File: config.mk
export PLATFORM = sky130hd
export DESIGN_NAME = l2lf_decide
export DESIGN_NICKNAME = d
export VERILOG_FILES = /design/src/l2lf_pkg.sv /design/src/l2lf_decide.sv
export SDC_FILE = /design/constraint.sdc
export NUM_CORES = 1
export LEC_CHECK = 0
export ABC_CLOCK_PERIOD_IN_PS = 2460
export BUFFER_PORTS_ARGS = -buffer_cell sky130_fd_sc_hd__buf_2
export CORE_ASPECT_RATIO = 1.1
export CORE_UTILIZATION = 40
export DETAILED_ROUTE_END_ITERATION = 10
export GPL_ROUTABILITY_DRIVEN = 0
export PLACE_DENSITY_LB_ADDON = 0.3
export SLEW_MARGIN = 15
export SYNTH_ARGS = -nofsm -noshare
export SYNTH_HDL_FRONTEND = slang
export SYNTH_SLANG_ARGS = --single-unit
File: constraint.sdc
create_clock -name vclk -period 2.46
set_clock_uncertainty 0.1 [all_clocks]
set_input_delay 0.492 -clock vclk [all_inputs]
set_output_delay 0.492 -clock vclk [all_outputs]
set_load 0.03 [all_outputs]
File: src/l2lf_pkg.sv
// shared types and constants of the l2 mac learning forwarder
package l2lf_pkg;

    // table and port sizing
    localparam int TABLE_ENTRIES = 64;
    localparam int MAX_PORTS     = 16;

    localparam logic [47:0] BCAST_MAC    = 48'hFFFF_FFFF_FFFF;
    localparam logic [4:0]  PORT_CNT_RST = 5'd16;

    // forwarding decision codes
    typedef enum logic [1:0] {
        VERDICT_FORWARD   = 2'd0,
        VERDICT_FLOOD     = 2'd1,
        VERDICT_DROP_UNK  = 2'd2,
        VERDICT_DROP_SAME = 2'd3
    } t_verdict;

    // source learning outcome codes
    typedef enum logic [1:0] {
        LEARN_KNOWN = 2'd0,
        LEARN_NEW   = 2'd1,
        LEARN_MOVED = 2'd2,
        LEARN_FULL  = 2'd3
    } t_learn;

    // input word: one frame header
    typedef struct packed {
        logic [47:0] src_mac;
        logic [47:0] dst_mac;
        logic [3:0]  ingress_port;
    } t_header;

    // output word: forwarding and learning result
    typedef struct packed {
        t_verdict    verdict;
        logic [3:0]  egress_port;
        logic [15:0] egress_mask;
        t_learn      learn_event;
    } t_result;

    // lookup status from the table to the decision logic
    typedef struct packed {
        logic       src_hit;
        logic [3:0] src_port;
        logic       dst_hit;
        logic [3:0] dst_port;
        logic       free_ok;
    } t_lookup;

endpackage

File: src/l2lf_decide.sv
// learning outcome and forwarding decision from the table lookup
module l2lf_decide (
    input  l2lf_pkg::t_header   i_hdr,
    input  l2lf_pkg::t_lookup   i_lookup,
    input  logic [4:0]          i_port_cnt,
    output l2lf_pkg::t_result   o_result
);

    localparam logic [4:0] MAX_P = 5'(l2lf_pkg::MAX_PORTS);

    l2lf_pkg::t_learn learn;
    logic [15:0]      flood_mask;

    // learning outcome
    always_comb begin
        if (i_lookup.src_hit) begin
            learn = (i_lookup.src_port == i_hdr.ingress_port) ?
                    l2lf_pkg::LEARN_KNOWN : l2lf_pkg::LEARN_MOVED;
        end else begin
            learn = i_lookup.free_ok ? l2lf_pkg::LEARN_NEW : l2lf_pkg::LEARN_FULL;
        end
    end

    // flood set: active ports except the ingress port
    always_comb begin
        for (int p = 0; p < 16; p++) begin
            flood_mask[p] = (5'(p) < i_port_cnt) && (5'(p) < MAX_P) &&
                            (4'(p) != i_hdr.ingress_port);
        end
    end

    // forwarding decision, with the source just learned visible to the lookup
    always_comb begin
        o_result.learn_event = learn;
        o_result.egress_port = 4'd0;
        o_result.egress_mask = 16'd0;
        if (i_hdr.dst_mac == l2lf_pkg::BCAST_MAC) begin
            o_result.verdict     = l2lf_pkg::VERDICT_FLOOD;
            o_result.egress_mask = flood_mask;
        end else if ((i_hdr.dst_mac == i_hdr.src_mac) &&
                     (learn != l2lf_pkg::LEARN_FULL)) begin
            o_result.verdict = l2lf_pkg::VERDICT_DROP_SAME;
        end else if (!i_lookup.dst_hit) begin
            o_result.verdict = l2lf_pkg::VERDICT_DROP_UNK;
        end else if (i_lookup.dst_port == i_hdr.ingress_port) begin
            o_result.verdict = l2lf_pkg::VERDICT_DROP_SAME;
        end else begin
            o_result.verdict     = l2lf_pkg::VERDICT_FORWARD;
            o_result.egress_port = i_lookup.dst_port;
            o_result.egress_mask = 16'd1 << i_lookup.dst_port;
        end
    end

endmodule

=== Yosys cells after proc, flatten, opt, wreduce, memory -nomap -nowiden ===
Index checks and enable logic that the tools add are counted.

* Flip-flop bits (word level): 0
* Bits in latches: 0
* Bits in writable memories: 0
* Memory bits (read-only): 0
* Input bits: 116
* Output and inout bits: 24
* Memories kept: 0

* Add/sub/neg operators: 0
* Multipliers: 0
* Divide/modulo/power cells: 0
* Magnitude comparators: 16
* Eq/ne operators: 20
* Shift operators: 1
* Mux-type cells: 12
* Bitwise logic cells: 0
* Reductions and logical operators: 18

{| class="wikitable"
|+ Operators with widths
! operator !! count
|-
| $mux W20 || 3
|-
| $eq A48 B48 Y1 || 1
|-
| $eq A48 B48 Y1 const B || 1
|-
| $lt A4 B5 Y1 const A || 8
|-
| $ne A4 B4 Y1 const A || 8
|-
| $lt A3 B5 Y1 const A || 4
|-
| $logic_and A1 B1 Y1 || 17
|-
| $mux W16 || 1
|-
| $ne A3 B4 Y1 const A || 4
|-
| $shl A1 B4 Y16 const A || 1
|-
| $mux W2 || 7
|-
| $lt A1 B5 Y1 const A || 2
|-
| $lt A2 B5 Y1 const A || 2
|-
| $eq A4 B4 Y1 || 2
|-
| $ne A2 B4 Y1 const A || 2
|-
| $mux W4 || 1
|-
| $ne A1 B4 Y1 const A || 1
|-
| $reduce_bool A4 Y1 || 1
|-
| $ne A2 B2 Y1 const B || 1
|}

=== Longest topological paths before layout ===
Gate-level depths: netlist of run 1.

* Depth in word-level cells: 7
* Depth in mapped cells: 8
* Mapped depth without buffers: 6

=== Least setup slack after synthesis of run 1 ===
OpenSTA, ideal clock, no wires.

* Kind: input to output
* From: input i_hdr[3] in the netlist's numbering
* To: output o_result[21] in the netlist's numbering
* Arrival time: 2143 ps
* Setup slack: -275 ps
* Stages on the path: 8
* Path through: buf_2 -> xnor2_1 -> nand4_1 -> and2_1 -> clkbuf_1 -> buf_2 -> nand2_1 -> nor3_1

{| class="wikitable"
|+ RTL lines
! what !! RTL line !! text
|-
| start: declaration || l2lf_decide.sv:3 || <nowiki>input l2lf_pkg::t_header i_hdr,</nowiki>
|-
| end: declaration || l2lf_decide.sv:6 || <nowiki>output l2lf_pkg::t_result o_result</nowiki>
|}

==> impl_results.html, run 1 <==
<table>
<tr><th>Metric</th><th>Value</th></tr>
<tr><th colspan="2">Drt</th></tr>
<tr><td>First-pass iteration count of the detailed router</td><td>4</td></tr>
<tr><td>DR vias/cell</td><td>5.78</td></tr>
<tr><td>1st-iter DRT viols</td><td>222</td></tr>
<tr><td>DRC errors left</td><td>0</td></tr>
<tr><td>Antenna-violating nets left</td><td>0</td></tr>
<tr><td>Total number of vias</td><td>2614</td></tr>
<tr><td>Final WL</td><td>7370 um</td></tr>
<tr><td>Average routed wire per standard cell</td><td>16.3 um</td></tr>
<tr><th colspan="2">Setup path</th></tr>
<tr><td>Crit path DAT</td><td>2.14 ns</td></tr>
<tr><td>Stage delay of the slowest cell on the critical path</td><td>0.36 ns</td></tr>
<tr><td>Kind of launch point of the worst setup path</td><td>input port</td></tr>
<tr><td>Slowest cell on crit path</td><td>sky130_fd_sc_hd__and4_4</td></tr>
<tr><td>Number of buffer and inverter stages on the critical path</td><td>4</td></tr>
<tr><td>Class of the most critical setup path</td><td>in2out</td></tr>
<tr><td>Worst path cell trace</td><td>buf_2 -&gt; inv_1 -&gt; a22o_1 -&gt; a221o_1 -&gt; nor4_2 -&gt; and4_4 -&gt; buf_6 -&gt; o21a_1 -&gt; buf_6</td></tr>
<tr><td>Critical path's most frequent cell</td><td>sky130_fd_sc_hd__buf_6</td></tr>
<tr><td>Maximum fanout encountered on the critical timing path</td><td>7</td></tr>
<tr><td>CP endpoint kind</td><td>primary output</td></tr>
<tr><td>Critical path's top delay family</td><td>simple AND/OR/NAND/NOR gates</td></tr>
<tr><td>Critical Path RT</td><td>1.87 ns</td></tr>
<tr><th colspan="2">Layout</th></tr>
<tr><td># clk buffers</td><td>0</td></tr>
<tr><td>Count of flip-flops and latches</td><td>0</td></tr>
<tr><td>Commonest cells after routing, fill and taps aside</td><td>sky130_fd_sc_hd__buf_2 (111), sky130_fd_sc_hd__nand4_1 (45), sky130_fd_sc_hd__buf_4 (45)</td></tr>
<tr><td>Area used by sequential logic in the layout</td><td>0 sq um</td></tr>
<tr><td>P&amp;R area growth vs syn</td><td>90.8%</td></tr>
<tr><td>Fraction of final layout cells with drive strength greater than 1</td><td>55.0%</td></tr>
<tr><td>Net count reported at finish</td><td>520</td></tr>
<tr><td>Final antenna diode count</td><td>0</td></tr>
<tr><td>Final std cells w/o fill</td><td>452</td></tr>
<tr><td>Leading cell type in the layout, fill and taps excluded</td><td>sky130_fd_sc_hd__buf_2</td></tr>
<tr><th colspan="2">Yosys</th></tr>
<tr><td>Cells after Synth</td><td>229</td></tr>
<tr><td>Syn Area/Cell</td><td>6.68 sq um</td></tr>
<tr><td>Count of cell types in the netlist</td><td>32</td></tr>
<tr><td>Area share of the largest cell type after synthesis</td><td>18.4%</td></tr>
<tr><td>Register area share after synthesis</td><td>0%</td></tr>
<tr><td>Largest area contributor in the netlist</td><td>sky130_fd_sc_hd__nand4_1</td></tr>
<tr><td>Syn_nets</td><td>345</td></tr>
<tr><td>Top post-synthesis cells by area</td><td>sky130_fd_sc_hd__nand4_1 (18%), sky130_fd_sc_hd__xnor2_1 (16%), sky130_fd_sc_hd__xor2_1 (10%), sky130_fd_sc_hd__o21ai_2 (6.3%), sky130_fd_sc_hd__nor4_1 (4.9%)</td></tr>
<tr><td>Yosys warnings</td><td>0</td></tr>
<tr><td>Cell area after technology mapping</td><td>1530 sq um</td></tr>
<tr><th colspan="2">Placed design</th></tr>
<tr><td>Number of cells after detailed placement</td><td>449</td></tr>
<tr><td>Port Buffers</td><td>140</td></tr>
<tr><td>HPWL after detailed placement</td><td>5980 um</td></tr>
<tr><th colspan="2">Timing</th></tr>
<tr><td>Worst-Margin Slew</td><td>0.429 ns</td></tr>
<tr><td>Worst Setup Slack, final</td><td>-0.269 ns</td></tr>
<tr><td>Final worst-path cycle share</td><td>111%</td></tr>
<tr><td>Total setup violations reported at the end of the flow</td><td>22</td></tr>
<tr><td>Slew Limit Fails</td><td>0</td></tr>
<tr><td>Clock period minus final worst setup slack</td><td>2.73 ns</td></tr>
<tr><td>Final hold vios</td><td>0</td></tr>
<tr><td>Worst slew margin</td><td>71.2%</td></tr>
<tr><td>Setup repair after global routing missed its margin</td><td>true</td></tr>
<tr><td>Total negative slack for setup checks</td><td>-5.00 ns</td></tr>
<tr><td>Max Fclk</td><td>366 MHz</td></tr>
<tr><th colspan="2">GRT</th></tr>
<tr><td>Overall fraction of global-route tracks in use</td><td>35.0%</td></tr>
<tr><td>First-pass GRT wire length</td><td>11000 um</td></tr>
<tr><td>Largest net degree at the start of global routing</td><td>18</td></tr>
<tr><td>Total overflow reported by the global router</td><td>0</td></tr>
<tr><td>Via count of the first global-routing pass</td><td>2740</td></tr>
<tr><td>Number of antenna violations at the first check in global routing</td><td>0</td></tr>
<tr><th colspan="2">Outcome</th></tr>
<tr><td>Outcome</td><td>finished with violations</td></tr>
<tr><td>Failing checks</td><td>setup timing</td></tr>
<tr><th colspan="2">Power and ir drop</th></tr>
<tr><td>Peak VDD IR</td><td>0.122 mV</td></tr>
<tr><td>Switching power total</td><td>0.000218 W</td></tr>
<tr><td>Part of the total power dissipated in the clock network</td><td>0%</td></tr>
<tr><td>Power density over the cells</td><td>147 nW/um^2</td></tr>
<tr><td>Fraction of power consumed by sequential logic</td><td>0%</td></tr>
<tr><td>Leak</td><td>1.33 nW</td></tr>
<tr><td>Internal power</td><td>0.000212 W</td></tr>
<tr><td>Switching fraction of total power</td><td>50.7%</td></tr>
<tr><td>Relative contribution of combinational cells to total power</td><td>100.0%</td></tr>
<tr><th colspan="2">Die</th></tr>
<tr><td>Die Span X</td><td>61.0 um</td></tr>
<tr><td>DIE AREA</td><td>4070 sq um</td></tr>
<tr><td>Number of I/O pins</td><td>140</td></tr>
<tr><td>Std cell rows</td><td>23</td></tr>
<tr><td>CORE AREA</td><td>3650 sq um</td></tr>
<tr><td>Starting density of the core</td><td>41.8%</td></tr>
<tr><td>Vertical die dimension</td><td>66.8 um</td></tr>
<tr><th colspan="2">Run</th></tr>
<tr><td>Number of max-cap violations</td><td>0</td></tr>
<tr><th colspan="2">Hold path</th></tr>
<tr><td>Class of the most critical hold timing path</td><td>in2out</td></tr>
</table>
repair_timing:
item,CTS,global route
hold endpoints to repair,0,0
setup buffers,4,0
setup endpoints to repair,22,22
pin swaps,21,8
hold buffers,0,0
cloned,1,0
gates resized for setup,54,21
kinds of logic after synthesis:
group | count (synthesis) | share of synthesized area [%]
AND/OR/NAND/NOR | 111 | 40.4
XOR/XNOR | 46 | 26.4
AO/OA/AOI/OAI | 45 | 24.1
buffers and inverters | 27 | 9.17
synth_stat cells:
| library cell | instances |
|---|---|
| sky130_fd_sc_hd__nand4_1 | 45 |
| sky130_fd_sc_hd__xnor2_1 | 28 |
| sky130_fd_sc_hd__buf_2 | 5 |
| sky130_fd_sc_hd__a31oi_1 | 4 |
| sky130_fd_sc_hd__and2_1 | 2 |
| sky130_fd_sc_hd__nor3b_1 | 1 |
| sky130_fd_sc_hd__o22ai_1 | 2 |
| sky130_fd_sc_hd__and4_1 | 1 |
| sky130_fd_sc_hd__inv_1 | 14 |
| sky130_fd_sc_hd__xor2_1 | 18 |
| sky130_fd_sc_hd__o221ai_1 | 3 |
| sky130_fd_sc_hd__o22ai_2 | 1 |
| sky130_fd_sc_hd__and4_4 | 1 |
| sky130_fd_sc_hd__a221o_1 | 7 |
| sky130_fd_sc_hd__inv_2 | 1 |
| sky130_fd_sc_hd__a21oi_1 | 2 |
| sky130_fd_sc_hd__a41oi_1 | 1 |
| sky130_fd_sc_hd__a22o_1 | 3 |
| sky130_fd_sc_hd__a22oi_1 | 3 |
| sky130_fd_sc_hd__clkbuf_1 | 5 |
| sky130_fd_sc_hd__o21a_1 | 1 |
| sky130_fd_sc_hd__nor2_1 | 12 |
| sky130_fd_sc_hd__buf_12 | 2 |
| sky130_fd_sc_hd__or3_2 | 1 |
| sky130_fd_sc_hd__nor2b_1 | 9 |
| sky130_fd_sc_hd__o21ai_2 | 11 |
| sky130_fd_sc_hd__nand3_1 | 4 |
| sky130_fd_sc_hd__nand2_1 | 18 |
| sky130_fd_sc_hd__o21ai_1 | 4 |
| sky130_fd_sc_hd__a311o_1 | 3 |
| sky130_fd_sc_hd__nor4_1 | 12 |
| sky130_fd_sc_hd__nor3_1 | 5 |
through the flow:
stage / total power, W / worst slack, ns / instance area [sq um] / utilization (%) / hold slack [ns]
2_1_floorplan: 0.000173 / -0.0470 / 1560 / - / 1.01
3_3_place_gp: 0.000378 / -0.424 / 2580 / 70.7 / 1.19
3_5_place_dp: 0.000387 / -0.451 / 2580 / 70.7 / 1.19
4_1_cts: 0.000411 / -0.262 / 2850 / 77.9 / 1.19
5_1_grt: 0.000462 / -0.331 / 2920 / 79.8 / 1.22
6_report: 0.000430 / -0.269 / 2920 / 79.8 / 1.19
power groups by stage:
stage | Sequential (W) | Clock (W) | Combinational [W]
2_1_floorplan | 0 | 0 | 0.000173
3_3_place_gp | 0 | 0 | 0.000378
3_5_place_dp | 0 | 0 | 0.000387
4_1_cts | 0 | 0 | 0.000411
5_1_grt | 0 | 0 | 0.000462
6_report | 0 | 0 | 0.000430
path summary, 6_finish.rpt:
path / startpoint / end / slack [ns] / depth (start not counted)
setup / recovery: i_hdr[91] / o_result[23] / -0.27 / 9
hold / removal: i_lookup[0] / o_result[1] / 1.19 / 3
cell type report:
cell class,count,area (sq um)
inverters,15,56.3
multi-input cells,202,1560
repair buffers,185,1240
fillers,269,738
well taps,50,62.6
routing by layer:
layer	track usage (%)	routed length [um]	share of wire [%]
met1	31.0	2520	34
met2	70.1	4080	55
met3	6.21	449	6.1
met4	20.5	318	4.3
met5	0	0	0
(Power assumes the default switching activity.)
==> inputs of run 2 (changes only) <==
--- a/config.mk
+++ b/config.mk
@@ -5,10 +5,10 @@
 export SDC_FILE = /design/constraint.sdc
 export NUM_CORES = 1
 export LEC_CHECK = 0
-export ABC_CLOCK_PERIOD_IN_PS = 2460
+export ABC_CLOCK_PERIOD_IN_PS = 2200
 export BUFFER_PORTS_ARGS = -buffer_cell sky130_fd_sc_hd__buf_2
 export CORE_ASPECT_RATIO = 1.1
-export CORE_UTILIZATION = 40
+export CORE_UTILIZATION = 36
 export DETAILED_ROUTE_END_ITERATION = 10
 export GPL_ROUTABILITY_DRIVEN = 0
 export PLACE_DENSITY_LB_ADDON = 0.3
==> constraint.sdc (replaced) <==
create_clock -name vclk -period 2.2
set_clock_uncertainty 0.1 [all_clocks]
set_input_delay 0.44 -clock vclk [all_inputs]
set_output_delay 0.44 -clock vclk [all_outputs]
set_load 0.03 [all_outputs]
==> run 2 against run 1 <==
Against the previous run:
- the flow still finishes with violations (setup timing)
- final cell count up 2.0%
- global-route usage down 4.0 points
- via count up 0.92%
- combinational power up 19%
- hold slack worse by 0.10 ns
- non-clock buffer count up 7
- core utilization down 2.5 points
- sequential share of layout area unchanged
- critical path type unchanged
- critical endpoint is now o_result[5]
- largest cell class unchanged
- highest routed layer unchanged
==> impl_results.html, run 2 (synthesis gave the netlist of run 1 again) <==
<table>
<tr><th>Metric</th><th>Value</th></tr>
<tr><th colspan="2">GRT</th></tr>
<tr><td>Largest net degree at the start of global routing</td><td>18</td></tr>
<tr><td>Via count of the first global-routing pass</td><td>2625</td></tr>
<tr><td>Number of antenna violations at the first check in global routing</td><td>0</td></tr>
<tr><td>First-pass GRT wire length</td><td>11200 um</td></tr>
<tr><td>Overall fraction of global-route tracks in use</td><td>30.9%</td></tr>
<tr><td>Total overflow reported by the global router</td><td>0</td></tr>
<tr><th colspan="2">Die</th></tr>
<tr><td>DIE AREA</td><td>4510 sq um</td></tr>
<tr><td>Die Span X</td><td>64.1 um</td></tr>
<tr><td>Number of I/O pins</td><td>140</td></tr>
<tr><td>Std cell rows</td><td>24</td></tr>
<tr><td>CORE AREA</td><td>4020 sq um</td></tr>
<tr><td>Starting density of the core</td><td>38.0%</td></tr>
<tr><td>Vertical die dimension</td><td>70.4 um</td></tr>
<tr><th colspan="2">Placed design</th></tr>
<tr><td>Number of cells after detailed placement</td><td>458</td></tr>
<tr><td>Port Buffers</td><td>140</td></tr>
<tr><td>HPWL after detailed placement</td><td>5910 um</td></tr>
<tr><td>Placed instance area</td><td>2760 sq um</td></tr>
<tr><th colspan="2">Layout</th></tr>
<tr><td>Final core utilization</td><td>77.3%</td></tr>
<tr><td>Net count reported at finish</td><td>527</td></tr>
<tr><td>Count of flip-flops and latches</td><td>0</td></tr>
<tr><td>Commonest cells after routing, fill and taps aside</td><td>sky130_fd_sc_hd__buf_2 (105), sky130_fd_sc_hd__buf_4 (46), sky130_fd_sc_hd__nand4_1 (45)</td></tr>
<tr><td>Leading cell type in the layout, fill and taps excluded</td><td>sky130_fd_sc_hd__buf_2</td></tr>
<tr><td>P&amp;R area growth vs syn</td><td>104%</td></tr>
<tr><td>Fraction of final layout cells with drive strength greater than 1</td><td>55.3%</td></tr>
<tr><td># clk buffers</td><td>0</td></tr>
<tr><td>Final antenna diode count</td><td>0</td></tr>
<tr><td>Area used by sequential logic in the layout</td><td>0 sq um</td></tr>
<tr><td>Final std cells w/o fill</td><td>461</td></tr>
<tr><td>Final instance area</td><td>3110 sq um</td></tr>
<tr><th colspan="2">Power and ir drop</th></tr>
<tr><td>Peak VDD IR</td><td>0.126 mV</td></tr>
<tr><td>Leak</td><td>1.40 nW</td></tr>
<tr><td>Power density over the cells</td><td>164 nW/um^2</td></tr>
<tr><th colspan="2">Drt</th></tr>
<tr><td>Final WL</td><td>7520 um</td></tr>
<tr><td>Total number of vias</td><td>2638</td></tr>
<tr><td>First-pass iteration count of the detailed router</td><td>5</td></tr>
<tr><td>DR vias/cell</td><td>5.72</td></tr>
<tr><td>Antenna-violating nets left</td><td>0</td></tr>
<tr><td>Average routed wire per standard cell</td><td>16.3 um</td></tr>
<tr><td>1st-iter DRT viols</td><td>384</td></tr>
<tr><td>DRC errors left</td><td>0</td></tr>
<tr><th colspan="2">Timing</th></tr>
<tr><td>Worst slew margin</td><td>69.6%</td></tr>
<tr><td>Total setup violations reported at the end of the flow</td><td>22</td></tr>
<tr><td>Final worst-path cycle share</td><td>121%</td></tr>
<tr><td>Max Fclk</td><td>376 MHz</td></tr>
<tr><td>Worst Setup Slack, final</td><td>-0.457 ns</td></tr>
<tr><td>Final hold vios</td><td>0</td></tr>
<tr><td>Setup repair after global routing missed its margin</td><td>true</td></tr>
<tr><td>Worst-Margin Slew</td><td>0.455 ns</td></tr>
<tr><td>Slew Limit Fails</td><td>0</td></tr>
<tr><td>Clock period minus final worst setup slack</td><td>2.66 ns</td></tr>
<tr><td>Hold WS</td><td>1.09 ns</td></tr>
<tr><th colspan="2">Setup path</th></tr>
<tr><td>Critical Path RT</td><td>1.66 ns</td></tr>
<tr><td>Maximum fanout encountered on the critical timing path</td><td>6</td></tr>
<tr><td>Slowest cell on crit path</td><td>sky130_fd_sc_hd__and4_4</td></tr>
<tr><td>Crit path DAT</td><td>2.12 ns</td></tr>
<tr><td>Critical path's top delay family</td><td>simple AND/OR/NAND/NOR gates</td></tr>
<tr><td>Worst path cell trace</td><td>buf_6 -&gt; buf_6 -&gt; xor2_2 -&gt; nor4_1 -&gt; nand4_1 -&gt; nor4_2 -&gt; and4_4 -&gt; clkbuf_16 -&gt; o21ai_4 -&gt; buf_6</td></tr>
<tr><td>Kind of launch point of the worst setup path</td><td>input port</td></tr>
<tr><td>Number of buffer and inverter stages on the critical path</td><td>4</td></tr>
<tr><td>Critical path's most frequent cell</td><td>sky130_fd_sc_hd__buf_6</td></tr>
<tr><td>CP endpoint kind</td><td>primary output</td></tr>
<tr><td>Class of the most critical setup path</td><td>in2out</td></tr>
<tr><td>Stage delay of the slowest cell on the critical path</td><td>0.35 ns</td></tr>
<tr><th colspan="2">Run</th></tr>
<tr><td>Number of max-cap violations</td><td>0</td></tr>
<tr><th colspan="2">Outcome</th></tr>
<tr><td>Outcome</td><td>finished with violations</td></tr>
<tr><td>Failing checks</td><td>setup timing</td></tr>
<tr><th colspan="2">Clock network</th></tr>
<tr><td>Count of hold-fix buffers inserted at cts</td><td>0</td></tr>
<tr><th colspan="2">Hold path</th></tr>
<tr><td>Class of the most critical hold timing path</td><td>in2out</td></tr>
</table>
==> run 2: cell count changes in the layout (fill, tap and decap cells not counted), moves of 2 or more <==
cell                      previous run  this run
sky130_fd_sc_hd__buf_6              26        36
sky130_fd_sc_hd__buf_2             111       105
sky130_fd_sc_hd__o21ai_2             8         4
sky130_fd_sc_hd__o21ai_4             7        11
sky130_fd_sc_hd__nor3_2              3         0
sky130_fd_sc_hd__nor3_4              1         4
sky130_fd_sc_hd__nor4_1              4         7
sky130_fd_sc_hd__nor4_2              8         5
sky130_fd_sc_hd__inv_2               3         1
sky130_fd_sc_hd__xor2_1             17        15
==> run 2: final timing paths <==
path,start,cells past startpoint,end,slack (ns)
worst min-delay path,i_lookup[0],3,o_result[1],1.09
worst max-delay path,i_hdr[25],10,o_result[5],-0.46
==> run 2: worst min-delay path, cell delays in order <==
cell and delay (ns):
sky130_fd_sc_hd__buf_2 0.09, sky130_fd_sc_hd__a21oi_1 0.05, sky130_fd_sc_hd__buf_2 0.17
==> run 2: timing repair <==
action                                  4_1_cts  5_1_grt
gates cloned                                  0        1
pin swaps                                     5       13
buffers inserted                              1        1
endpoints found under the setup margin       22       22
gates resized for setup                      49       31
==> run 2: cell type report <==
cell class                      instances  area, sq um
Inverter                               15         58.8
Fill cell                             281          912
Timing Repair Buffer                  192         1380
Tap cell                               52         65.1
Multi-Input combinational cell        202         1610
==> run 2: layer usage <==
metal | part of all wire, % | up-vias | GRT usage (%)
met4 | 4.5 | 0 | 10.6
met5 | 0 | - | 0
li1 | - | 1240 | -
met1 | 34 | 1199 | 31.6
met3 | 6.5 | 39 | 4.08
met2 | 55 | 160 | 62.2
==> run 2: stage by stage <==
step           TNS (ns)  total power, W  setup slack (ns)
4_1_cts           -8.44        0.000471            -0.416
5_1_grt          -12.12        0.000546            -0.586
3_3_place_gp     -10.44        0.000444            -0.512
3_5_place_dp     -11.08        0.000451            -0.541
2_1_floorplan    -0.279        0.000204           -0.0309
6_report          -9.31        0.000511            -0.457
==> run 2: where the power goes <==
| group | internal [W] | leakage [nW] | switching [W] | total, W |
|---|---|---|---|---|
| sequential | 0 | 0 | 0 | 0 |
| combinational | 0.000261 | 1.40 | 0.000250 | 0.000511 |
| clock | 0 | 0 | 0 | 0 |
| total | 0.000261 | 1.40 | 0.000250 | 0.000511 |
==> inputs of run 3 (changes only) <==
--- a/config.mk
+++ b/config.mk
@@ -7,7 +7,7 @@
 export LEC_CHECK = 0
 export ABC_CLOCK_PERIOD_IN_PS = 2200
 export BUFFER_PORTS_ARGS = -buffer_cell sky130_fd_sc_hd__buf_2
-export CORE_ASPECT_RATIO = 1.1
+export CORE_ASPECT_RATIO = 1.25
 export CORE_UTILIZATION = 36
 export DETAILED_ROUTE_END_ITERATION = 10
 export GPL_ROUTABILITY_DRIVEN = 0
==> run 3 against run 2 <==
Against the previous run:
- the flow still finishes with violations (setup timing)
- via count decreased by 1.9%
- total power is 4.2% lower
- flip-flop and latch count unchanged
- core utilization decreased by 3.8 points
- count of clock-buffer cells in the layout did not move
- final area down 3.9%
- sequential share of layout area is the same
- die area barely moved
- first-iteration DRC count fell by 45%
- largest cell class unchanged
- largest power group unchanged
==> impl_results.html, run 3 (synthesis gave the netlist of run 1 again) <==
<table>
<tr><th>Metric</th><th>Value</th></tr>
<tr><th colspan="2">Outcome</th></tr>
<tr><td>Outcome</td><td>finished with violations</td></tr>
<tr><td>Failing checks</td><td>setup timing</td></tr>
<tr><th colspan="2">Timing</th></tr>
<tr><td>Clock period minus final worst setup slack</td><td>2.74 ns</td></tr>
<tr><td>Setup repair after global routing missed its margin</td><td>true</td></tr>
<tr><td>Final worst-path cycle share</td><td>124%</td></tr>
<tr><td>Hold WS</td><td>1.09 ns</td></tr>
<tr><td>Worst Setup Slack, final</td><td>-0.537 ns</td></tr>
<tr><td>Total setup violations reported at the end of the flow</td><td>22</td></tr>
<tr><td>Slew Limit Fails</td><td>0</td></tr>
<tr><td>Final hold vios</td><td>0</td></tr>
<tr><td>Worst slew margin</td><td>65.0%</td></tr>
<tr><td>Max Fclk</td><td>365 MHz</td></tr>
<tr><td>Worst-Margin Slew</td><td>0.522 ns</td></tr>
<tr><th colspan="2">Die</th></tr>
<tr><td>Die Span X</td><td>60.3 um</td></tr>
<tr><td>Vertical die dimension</td><td>74.9 um</td></tr>
<tr><td>DIE AREA</td><td>4510 sq um</td></tr>
<tr><td>CORE AREA</td><td>4070 sq um</td></tr>
<tr><td>Number of I/O pins</td><td>140</td></tr>
<tr><td>Starting density of the core</td><td>37.6%</td></tr>
<tr><td>Std cell rows</td><td>26</td></tr>
<tr><th colspan="2">Layout</th></tr>
<tr><td>Fraction of final layout cells with drive strength greater than 1</td><td>53.7%</td></tr>
<tr><td>Net count reported at finish</td><td>528</td></tr>
<tr><td>Commonest cells after routing, fill and taps aside</td><td>sky130_fd_sc_hd__buf_2 (114), sky130_fd_sc_hd__buf_4 (48), sky130_fd_sc_hd__nand4_1 (45)</td></tr>
<tr><td>Final antenna diode count</td><td>0</td></tr>
<tr><td>Final std cells w/o fill</td><td>466</td></tr>
<tr><td>Multi-input logic area</td><td>1550 sq um</td></tr>
<tr><td>Area used by sequential logic in the layout</td><td>0 sq um</td></tr>
<tr><td>Count of flip-flops and latches</td><td>0</td></tr>
<tr><td>Number of filler instances in the final layout</td><td>330</td></tr>
<tr><td># clk buffers</td><td>0</td></tr>
<tr><td>Leading cell type in the layout, fill and taps excluded</td><td>sky130_fd_sc_hd__buf_2</td></tr>
<tr><td>Final instance area</td><td>2990 sq um</td></tr>
<tr><td>P&amp;R area growth vs syn</td><td>95.7%</td></tr>
<tr><th colspan="2">GRT</th></tr>
<tr><td>Total overflow reported by the global router</td><td>0</td></tr>
<tr><td>Number of antenna violations at the first check in global routing</td><td>0</td></tr>
<tr><td>Largest net degree at the start of global routing</td><td>18</td></tr>
<tr><td>Overall fraction of global-route tracks in use</td><td>32.9%</td></tr>
<tr><td>Via count of the first global-routing pass</td><td>2567</td></tr>
<tr><td>First-pass GRT wire length</td><td>11300 um</td></tr>
<tr><th colspan="2">Placed design</th></tr>
<tr><td>Placed instance area</td><td>2800 sq um</td></tr>
<tr><td>Pre-CTS setup slack</td><td>-0.623 ns</td></tr>
<tr><td>Port Buffers</td><td>140</td></tr>
<tr><td>HPWL after detailed placement</td><td>6290 um</td></tr>
<tr><td>Number of cells after detailed placement</td><td>465</td></tr>
<tr><th colspan="2">Drt</th></tr>
<tr><td>Total number of vias</td><td>2587</td></tr>
<tr><td>DRC errors left</td><td>0</td></tr>
<tr><td>1st-iter DRT viols</td><td>213</td></tr>
<tr><td>First-pass iteration count of the detailed router</td><td>6</td></tr>
<tr><td>Average routed wire per standard cell</td><td>15.9 um</td></tr>
<tr><td>DR vias/cell</td><td>5.55</td></tr>
<tr><td>Final WL</td><td>7430 um</td></tr>
<tr><td>Antenna-violating nets left</td><td>0</td></tr>
<tr><th colspan="2">Clock network</th></tr>
<tr><td>Count of hold-fix buffers inserted at cts</td><td>0</td></tr>
<tr><th colspan="2">Setup path</th></tr>
<tr><td>Crit path DAT</td><td>2.20 ns</td></tr>
<tr><td>Maximum fanout encountered on the critical timing path</td><td>11</td></tr>
<tr><td>CP endpoint kind</td><td>primary output</td></tr>
<tr><td>Class of the most critical setup path</td><td>in2out</td></tr>
<tr><td>Kind of launch point of the worst setup path</td><td>input port</td></tr>
<tr><td>Critical Path RT</td><td>1.66 ns</td></tr>
<tr><th colspan="2">Power and ir drop</th></tr>
<tr><td>Total power</td><td>0.000489 W</td></tr>
<tr><td>Power density over the cells</td><td>164 nW/um^2</td></tr>
<tr><td>Leak</td><td>1.37 nW</td></tr>
<tr><td>Peak VDD IR</td><td>0.114 mV</td></tr>
<tr><th colspan="2">Run</th></tr>
<tr><td>Number of max-cap violations</td><td>0</td></tr>
<tr><th colspan="2">Hold path</th></tr>
<tr><td>Class of the most critical hold timing path</td><td>in2out</td></tr>
</table>
-- run 3: critical path, stage by stage --
cell and delay [ns]:
sky130_fd_sc_hd__buf_6 0.09, sky130_fd_sc_hd__xor2_1 0.15, sky130_fd_sc_hd__nor4_2 0.32, sky130_fd_sc_hd__buf_4 0.16, sky130_fd_sc_hd__nand4_1 0.11, sky130_fd_sc_hd__nor4_2 0.19
sky130_fd_sc_hd__and4_4 0.32, sky130_fd_sc_hd__buf_12 0.18, sky130_fd_sc_hd__o21ai_2 0.09, sky130_fd_sc_hd__buf_6 0.14
-- run 3: cell type report --
type | instances | area share (%)
well taps | 56 | 2.34
inverters | 15 | 1.97
multi-input cells | 202 | 51.7
repair buffers | 193 | 44.0
-- run 3: per-stage QoR --
step / utilization, % / TNS, ns
global placement: 68.7 / -14.06
detailed placement: 68.7 / -13.24
floorplan: - / -0.279
global route: 73.6 / -12.38
finish: 73.6 / -11.09
CTS: 73.5 / -10.34
-- run 3: worst paths after layout --
path | cells after the start | slack, ns | startpoint | endpoint
hold / removal | 3 | 1.09 | i_lookup[10] | o_result[0]
setup / recovery | 10 | -0.54 | i_hdr[78] | o_result[6]
-- run 3: per-layer routing --
metal	part of all wire [%]	routed length [um]	track usage, %
met5	0	0	0
met1	32	2410	30.5
met2	58	4290	67.8
met4	3.7	276	15.0
met3	6.1	452	4.30
-- run 3: what timing repair did --
action	4_1_cts	5_1_grt
gates resized for setup	52	1
buffers inserted	1	0
hold endpoints to repair	0	0
pin swaps	3	0
setup endpoints to repair	22	22
-- run 3: where the power goes --
group	internal [W]	leakage, nW	switching, W
Sequential	0	0	0
Clock	0	0	0
Combinational	0.000249	1.37	0.000240
